File: config.mk
export PLATFORM = sky130hd
export DESIGN_NAME = mepc_front
export DESIGN_NICKNAME = d
export VERILOG_FILES = /design/src/hdl/mepc_pkg.sv /design/src/hdl/mepc_front.sv
export SDC_FILE = /design/constraint.sdc
export NUM_CORES = 1
export LEC_CHECK = 0
export CORE_ASPECT_RATIO = 0.7
export CORE_MARGIN = 5
export CORE_UTILIZATION = 60
export DETAILED_ROUTE_END_ITERATION = 16
export DONT_BUFFER_PORTS = 1
export PLACE_DENSITY = 0.76
export SETUP_SLACK_MARGIN = 0.05
export SYNTH_ARGS = -nofsm -noshare
export SYNTH_HDL_FRONTEND = slang
export SYNTH_SLANG_ARGS = --single-unit
File: constraint.sdc
create_clock -name clk -period 4.3 [get_ports clk]
set_input_delay 0.645 -clock clk [delete_from_list [all_inputs] [get_ports clk]]
set_output_delay 0.645 -clock clk [all_outputs]
set_load 0.1 [all_outputs]
File: src/hdl/mepc_pkg.sv
// Shared constants and types for the mesh edge pairing check.
// Used by the top level, mepc_front, mepc_back and the port checks; depends on nothing.
`timescale 1ns / 1ps
`default_nettype none
package mepc_pkg;

  localparam int VERTEX_BITS_DEF   = 16;
  localparam int EDGE_CAPACITY_DEF = 1024;

  localparam logic [2:0] ST_OK    = 3'd0;
  localparam logic [2:0] ST_DUP   = 3'd1;
  localparam logic [2:0] ST_TWICE = 3'd2;
  localparam logic [2:0] ST_LONER = 3'd3;
  localparam logic [2:0] ST_FULL  = 3'd4;

  typedef enum logic [2:0] {
    B_IDLE,
    B_WSCAN,
    B_PSCAN,
    B_MVRD,
    B_MVWR,
    B_FIN
  } back_state_t;

  typedef struct packed {
    logic valid;
    logic last;
  } queue_ctl_t;

endpackage
`default_nettype wire

File: src/hdl/mepc_front.sv
// Front end: accepts triangles and holds them in a two-entry queue.
// Depends on mepc_pkg.
`timescale 1ns / 1ps
`default_nettype none
module mepc_front #(
  parameter int VERTEX_BITS = mepc_pkg::VERTEX_BITS_DEF
) (
  input  wire logic                   clk,
  input  wire logic                   rst,
  input  wire logic                   tri_valid,
  output logic                        tri_stall,
  input  wire logic [VERTEX_BITS-1:0] vertex_a,
  input  wire logic [VERTEX_BITS-1:0] vertex_b,
  input  wire logic [VERTEX_BITS-1:0] vertex_c,
  input  wire logic                   last_triangle,
  output mepc_pkg::queue_ctl_t        q_ctl,
  output logic      [VERTEX_BITS-1:0] q_a,
  output logic      [VERTEX_BITS-1:0] q_b,
  output logic      [VERTEX_BITS-1:0] q_c,
  input  wire logic                   q_pop
);
  import mepc_pkg::*;

  logic [VERTEX_BITS-1:0] a_q [2];
  logic [VERTEX_BITS-1:0] b_q [2];
  logic [VERTEX_BITS-1:0] c_q [2];
  logic                   last_q [2];
  logic                   rd_ptr;
  logic                   wr_ptr;
  logic [1:0]             count;
  logic                   push;
  logic                   pop;

  assign tri_stall   = (count == 2'd2);
  assign push        = tri_valid && !tri_stall;
  assign pop         = q_pop && (count != 2'd0);
  assign q_ctl.valid = (count != 2'd0);
  assign q_ctl.last  = last_q[rd_ptr];
  assign q_a         = a_q[rd_ptr];
  assign q_b         = b_q[rd_ptr];
  assign q_c         = c_q[rd_ptr];

  always_ff @(posedge clk) begin
    if (push) begin
      a_q[wr_ptr]    <= vertex_a;
      b_q[wr_ptr]    <= vertex_b;
      c_q[wr_ptr]    <= vertex_c;
      last_q[wr_ptr] <= last_triangle;
    end
  end

  always_ff @(posedge clk) begin
    if (rst) begin
      rd_ptr <= 1'b0;
      wr_ptr <= 1'b0;
      count  <= 2'd0;
    end else begin
      if (push) begin
        wr_ptr <= !wr_ptr;
      end
      if (pop) begin
        rd_ptr <= !rd_ptr;
      end
      case ({push, pop})
        2'b10:   count <= count + 2'd1;
        2'b01:   count <= count - 2'd1;
        default: count <= count;
      endcase
    end
  end

endmodule
`default_nettype wire

==> results of run 1 <==
[state kept, by name, summed over array words and instances, names as in the netlist, named ones only]
signal / count
a_q: 32
count: 2
wr_ptr: 1
b_q: 32
c_q: 32
last_q: 2
rd_ptr: 1
[worst paths after layout]
path,to,start,slack (ns)
setup / recovery,q_b[1],flip-flop,1.53
hold / removal,flip-flop,rst,0.36
setup reg to reg,b_q[0][5]$_DFFE_PP_,count[0]$_SDFFE_PP0P_,1.90
hold reg to reg,wr_ptr$_SDFFE_PP0P_,wr_ptr$_SDFFE_PP0P_,0.50
[cell type report]
| cell class | instances | area, um2 | share of cell area [%] |
|---|---|---|---|
| sequential | 103 | 3040 | 75.5 |
| multi-input combinational | 67 | 668 | 16.6 |
| clock buffer | 9 | 124 | 3.07 |
| tap | 78 | 97.6 | 2.42 |
| clock inverter | 6 | 86.3 | 2.14 |
| inverter | 3 | 11.3 | 0.279 |
[cells in the mapped netlist]
cell type	n
dfxtp_1	5
and3_1	1
xnor2_1	2
or3_1	2
nor2_1	3
mux2_2	49
ha_1	1
nand2_1	1
o21a_1	1
nand2b_2	1
buf_4	1
inv_2	1
xor2_1	1
inv_1	2
o21ai_0	2
edfxtp_1	98
a21oi_1	2
or2_2	1
buf_2	4
[cells by family after synthesis]
logic type | Yosys count
xor+xnor | 3
mux | 49
fa+ha+maj | 1
compound gates | 5
flops | 103
buf+inv | 8
simple gates | 9
[per-layer routing]
layer	global-route usage (%)	up-vias	wire length, um
li1	-	698	-
met1	17.4	746	2190
met2	24.1	71	2800
met3	10.7	2	769
met4	3.49	0	19
met5	0	-	0
[metrics by stage]
step | hold slack [ns] | utilization [%] | instance area, um2
6_report | 0.361 | 65.5 | 4030
5_1_grt | 0.327 | 65.5 | 4030
4_1_cts | 0.344 | 65.5 | 4030
3_5_place_dp | 0.478 | 62.1 | 3820
3_3_place_gp | 0.462 | 62.1 | 3820
2_1_floorplan | 0.452 | - | 3750
[layout by cell type, fill, tap and decap left out, drive strengths merged]
| cell | netlist | layout |
|---|---|---|
| dfxtp | 5 | 5 |
| or2 | 1 | 1 |
| xor2 | 1 | 1 |
| a21oi | 2 | 2 |
| nor2 | 3 | 3 |
| edfxtp | 98 | 98 |
| clkinvlp | 0 | 1 |
| inv | 3 | 3 |
| bufinv | 0 | 2 |
| ha | 1 | 1 |
| or3 | 2 | 2 |
| o21a | 1 | 1 |
| xnor2 | 2 | 2 |
| nand2 | 1 | 1 |
| clkbuf | 0 | 9 |
| and3 | 1 | 1 |
| nand2b | 1 | 1 |
| clkinv | 0 | 3 |
| mux2 | 49 | 49 |
| o21ai | 2 | 2 |
==> metrics.md, run 1 <==
| Metric | Value |
|---|---|
| Status | `finished clean` |
| Flops & latches, synth | `slightly above 100` |
| Vias | `around 1500` |
| Width of the die | `104 um` |
| Post-DP HPWL | `approximately 4000 um` |
| Largest family of logic cells by synthesized area | `multiplexers` |
| Area leader, netlist | `edfxtp_1` |
| Placer Congestion | `0.745` |
| Final worst path period need | `~2.8 ns` |
| Hold path cells | `1` |
| Port buffer count | `0` |
| Slew Limit Headroom | `between 20 and 25%` |
| Die H | `~76 um` |
| Worst path cell trace | `mux2_2` |
| Buf/Inv on CP | `0` |
| Cts bufs inserted | `9` |
| Starting Density | `60.9%` |
| Final ANT Viol Nets | `0` |
| Setup violations, final | `0` |
| Resize count post-CTS | `0` |
| Clk root buf | `clkbuf_8` |
| Antenna violations before repair | `0` |
| Post-Synth XOR/XNOR Area | `0.701%` |
| Largest net degree at the start of global routing | `50` |
| Post-DR vias/cell | `5.70` |
| Die ar. | `0.00795 mm2` |
| WL/cell | `about 22 um` |
| DR pass1 iterations | `4` |
| Count of final hold-check violations | `0` |
| Fin Clk Skew | `around 0.0045 ns` |
| Layout Cells excl Fill | `~270` |
| Slowest Stage Delay on Critical Path | `between 1 and 1.5 ns` |
| Critical-path top delay cell | `dfxtp_2` |
| Dpl ws | `1.88 ns` |
| Reg2Reg Depth | `4` |
| Cts hold-fix bufs | `0` |
| Total Wirelength | `between 5000 and 6000 um` |
| CTS clk-pin slew, worst paths | `roughly 0.080 ns` |
| Worst-path fanout max | `between 40 and 50` |
| Tightest Pin Transition | `1.16 ns` |
| CP endpoint kind | `primary output` |
| First-pass GRT wire length | `9230 um` |
| IO Count | `approximately 100` |
| Share of cells above drive strength 1 | `37.2%` |
| Diode count | `0` |
| Delay-heaviest family, CP | `flip-flops` |
| Max Clk Rate | `361 MHz` |
| Critical path arrival | `2.13 ns` |
| 1st-iter DRT viols | `63` |
| Drc violations | `0` |
| Synth area leaders | `edfxtp_1 (79%), mux2_2 (15%), dfxtp_1 (2.7%), buf_2 (0.53%), xnor2_1 (0.47%)` |
| Simple-gate share of the synthesized area | `under 10%` |
| Post-synthesis adder-cell area fraction | `less than 1%` |
| Worst path required time | `~3.7 ns` |
| Setup Buffers After CTS | `0` |
| Critical Path Start Type | `flip-flop` |
| Clock Path Buffers | `2` |
| RSZ-0062 raised after global routing | `false` |
| Synth Warn # | `0` |
| Placed Cells | `around 250` |
| Crit path kind | `reg2out` |
| Gr ovfl total | `0` |
| TritonCTS clock tree | `done` |
| Fin. max-slew vios | `0` |
| Synth Area in Compound Gates | `0.734%` |
| Hold WC Path Type | `in2reg` |
| Fin worst setup slack | `around 1.5 ns` |
| Core area | `0.00616 mm2` |
| Post-synth top area share | `78.5%` |
| Synthesized area per cell | `roughly 21 um2` |
| Synth cell types | `19` |
| Fin Setup TNS | `0 ns` |
| Mux share of post-synthesis cell area | `between 10% and 20%` |
| # fillers | `between 300 and 400` |
| Vias in the first global route | `1633` |
| P&R area growth vs syn | `7.54%` |
| Clk_lat worst skew | `roughly 0.34 ns` |
| Row cnt | `24` |
| Max-cap check violation count | `0` |
| Synth Instances | `roughly 180` |
| Cell Area, Synth | `between 0.003 and 0.004 mm2` |
| Post-layout nets | `approximately 240` |
| Crit. path cell count | `1` |
| Sink Count | `roughly 100` |
| Register area share after synthesis | `about four fifths` |
| Period utilisation layout | `64.5%` |
| GRT Resource Usage Total | `between 10% and 20%` |
| H-tree Lvls | `3` |
| Syn Nets | `roughly 230` |
Power of run 1 is not shown: default switching activity piles up to over one toggle a cycle in this logic, so the estimate is an artifact.
==> run 2, diff against run 1 <==
--- a/config.mk
+++ b/config.mk
@@ -7,10 +7,10 @@
 export LEC_CHECK = 0
 export CORE_ASPECT_RATIO = 0.7
 export CORE_MARGIN = 5
-export CORE_UTILIZATION = 60
+export CORE_UTILIZATION = 56
 export DETAILED_ROUTE_END_ITERATION = 16
 export DONT_BUFFER_PORTS = 1
-export PLACE_DENSITY = 0.76
+export PLACE_DENSITY = 0.74
 export SETUP_SLACK_MARGIN = 0.05
 export SYNTH_ARGS = -nofsm -noshare
 export SYNTH_HDL_FRONTEND = slang
==> constraint.sdc (replaced) <==
create_clock -name clk -period 2.5 [get_ports clk]
set_input_delay 0.375 -clock clk [delete_from_list [all_inputs] [get_ports clk]]
set_output_delay 0.375 -clock clk [all_outputs]
set_load 0.1 [all_outputs]
==> run 2 against run 1 <==
  * Die area increased by 6.3%
  * Sequential share of layout area decreased by 0.74 points
  * First-iteration DRC count increased by 52%
  * Worst hold slack got worse by 0.28 ns
  * Design area increased by 0.99%
  * Critical path depth increased by 1
  * Final cell count increased by 7.9%
  * Flip-flop and latch count unchanged
  * Largest cell class unchanged
  * Global-route usage increased by 0.30 points
  * Critical path type unchanged
  * Clock skew increased by 0.0025 ns
  * Via count increased by 4.2%
  * Count of clock-buffer cells in the layout increased by 2
==> metrics.md, run 2 (same netlist as run 1, synthesis figures left out) <==
| Metric | Value |
|---|---|
| Final worst path period need | `2.05 ns` |
| Core area | `approximately 0.0066 mm2` |
| CP endpoint kind | `primary output` |
| Total Wirelength | `about 6200 um` |
| Resize count post-CTS | `0` |
| Final ANT Viol Nets | `0` |
| Setup violations, final | `0` |
| Setup Buffers After CTS | `0` |
| P&R area growth vs syn | `8.61%` |
| Top Registers | `a_q x32, b_q x32, c_q x32` |
| Count of final hold-check violations | `0` |
| Fin Setup TNS | `0 ns` |
| Vias | `1580` |
| Worst path cell trace | `buf_4, mux2_2` |
| Status | `finished clean` |
| Clk_lat worst skew | `approximately 0.35 ns` |
| Worst-path fanout max | `31` |
| Die ar. | `about 0.0085 mm2` |
| Tightest Pin Transition | `between 0.5 and 0.6 ns` |
| Vias in the first global route | `1750` |
| Die H | `roughly 78 um` |
| Fin Clk Skew | `around 0.007 ns` |
| Port buffer count | `0` |
| Sink Count | `around 100` |
| Drc violations | `0` |
| Max Clk Rate | `approximately 490 MHz` |
| Worst path required time | `between 2 and 2.5 ns` |
| Most common cell after layout, fill and taps aside | `edfxtp_1` |
| Row cnt | `25` |
| Clk root buf | `clkbuf_8` |
| Cts hold-fix bufs | `0` |
| Largest net degree at the start of global routing | `32` |
| Hold WC Path Type | `in2reg` |
| Critical path arrival | `1.67 ns` |
| H-tree Lvls | `3` |
| WL met3 | `798 um` |
| IO Count | `approximately 100` |
| Slowest Stage Delay on Critical Path | `just over 0.6 ns` |
| Post-DR vias/cell | `5.51` |
| Period utilisation layout | `approximately four fifths` |
| RSZ-0062 raised after global routing | `false` |
| Diode count | `0` |
| Critical-path top delay cell | `mux2_2` |
| Placer Congestion | `between 0.7 and 0.8` |
| Post-Route M1 WL | `approximately 2200 um` |
| Post-layout nets | `roughly 240` |
| DR pass1 iterations | `4` |
| CTS clk-pin slew, worst paths | `around 0.09 ns` |
| Critical Path Start Type | `flip-flop` |
| Width of the die | `108 um` |
| Most frequent cells in the layout | `edfxtp_1 (98), mux2_2 (49), clkbuf_8 (9)` |
| Starting Density | `56.5%` |
| Gr ovfl total | `0` |
| Fin. max-slew vios | `0` |
| Share of cells above drive strength 1 | `between 30% and 40%` |
| Slew Limit Headroom | `between 60% and 70%` |
| 1st-iter DRT viols | `96` |
| WL/cell | `roughly 22 um` |
| Post-DP HPWL | `about 4400 um` |
| TritonCTS clock tree | `done` |
| GRT Resource Usage Total | `approximately 16%` |
| Top sig layer | `met4` |
| Max-cap check violation count | `0` |
| Crit path kind | `reg2out` |
| Cts bufs inserted | `9` |
| Antenna violations before repair | `0` |
| First-pass GRT wire length | `between 9000 and 10000 um` |
| Met2 wire len | `3060 um` |
| Clock Path Buffers | `2` |
-- run 2: changes by cell type in the layout (fill, tap and decap cells not counted), sizes merged --
cell	before	now
bufinv	2	0
clkinv	3	1
clkbuf	9	11
clkinvlp	1	3
buf	0	5
-- run 2: through the flow --
step	hold slack (ns)	util [%]	worst slack, ns	cells	instance area [um2]
floorplan	0.444	-	0.295	178	3750
global placement	0.444	58.9	0.671	272	3910
detailed placement	0.448	58.9	0.555	272	3910
CTS	0.0617	61.4	0.415	287	4070
global route	0.0533	61.4	0.363	287	4070
finish	0.0846	61.4	0.453	287	4070
-- run 2: path summary, 6_finish.rpt --
kind	slack (ns)	end	cells past startpoint	from
setup / recovery	0.45	q_b[6]	2	flip-flop
hold / removal	0.08	wr_ptr$_SDFFE_PP0P_	1	rst
setup reg to reg	0.56	a_q[0][13]$_DFFE_PP_	5	count[0]$_SDFFE_PP0P_
hold reg to reg	0.52	wr_ptr$_SDFFE_PP0P_	2	wr_ptr$_SDFFE_PP0P_
-- run 2: worst max-delay path, delay by kind of cell, from the launching register on --
family,cells,cell delay (ns)
multiplexers,1,0.62
flip-flops,1,0.33
buffers and inverters,1,0.35
-- run 2: area by class of cell --
type / count / area [um2]
inverters: 3 / 15.0
flip-flops and latches: 103 / 3040
well taps: 94 / 118
repair buffers: 5 / 62.6
multi-input cells: 67 / 668
clock buffers: 11 / 131
fillers: 493 / 2560
clock inverters: 4 / 32.5
-- run 2: routing by layer --
metal / vias up / global-route usage [%]
met5: - / 0
met4: 0 / 5.17
met3: 14 / 10.4
met2: 74 / 25.1
met1: 783 / 16.8
li1: 709 / -
Power of run 2 is left out for the same reason.
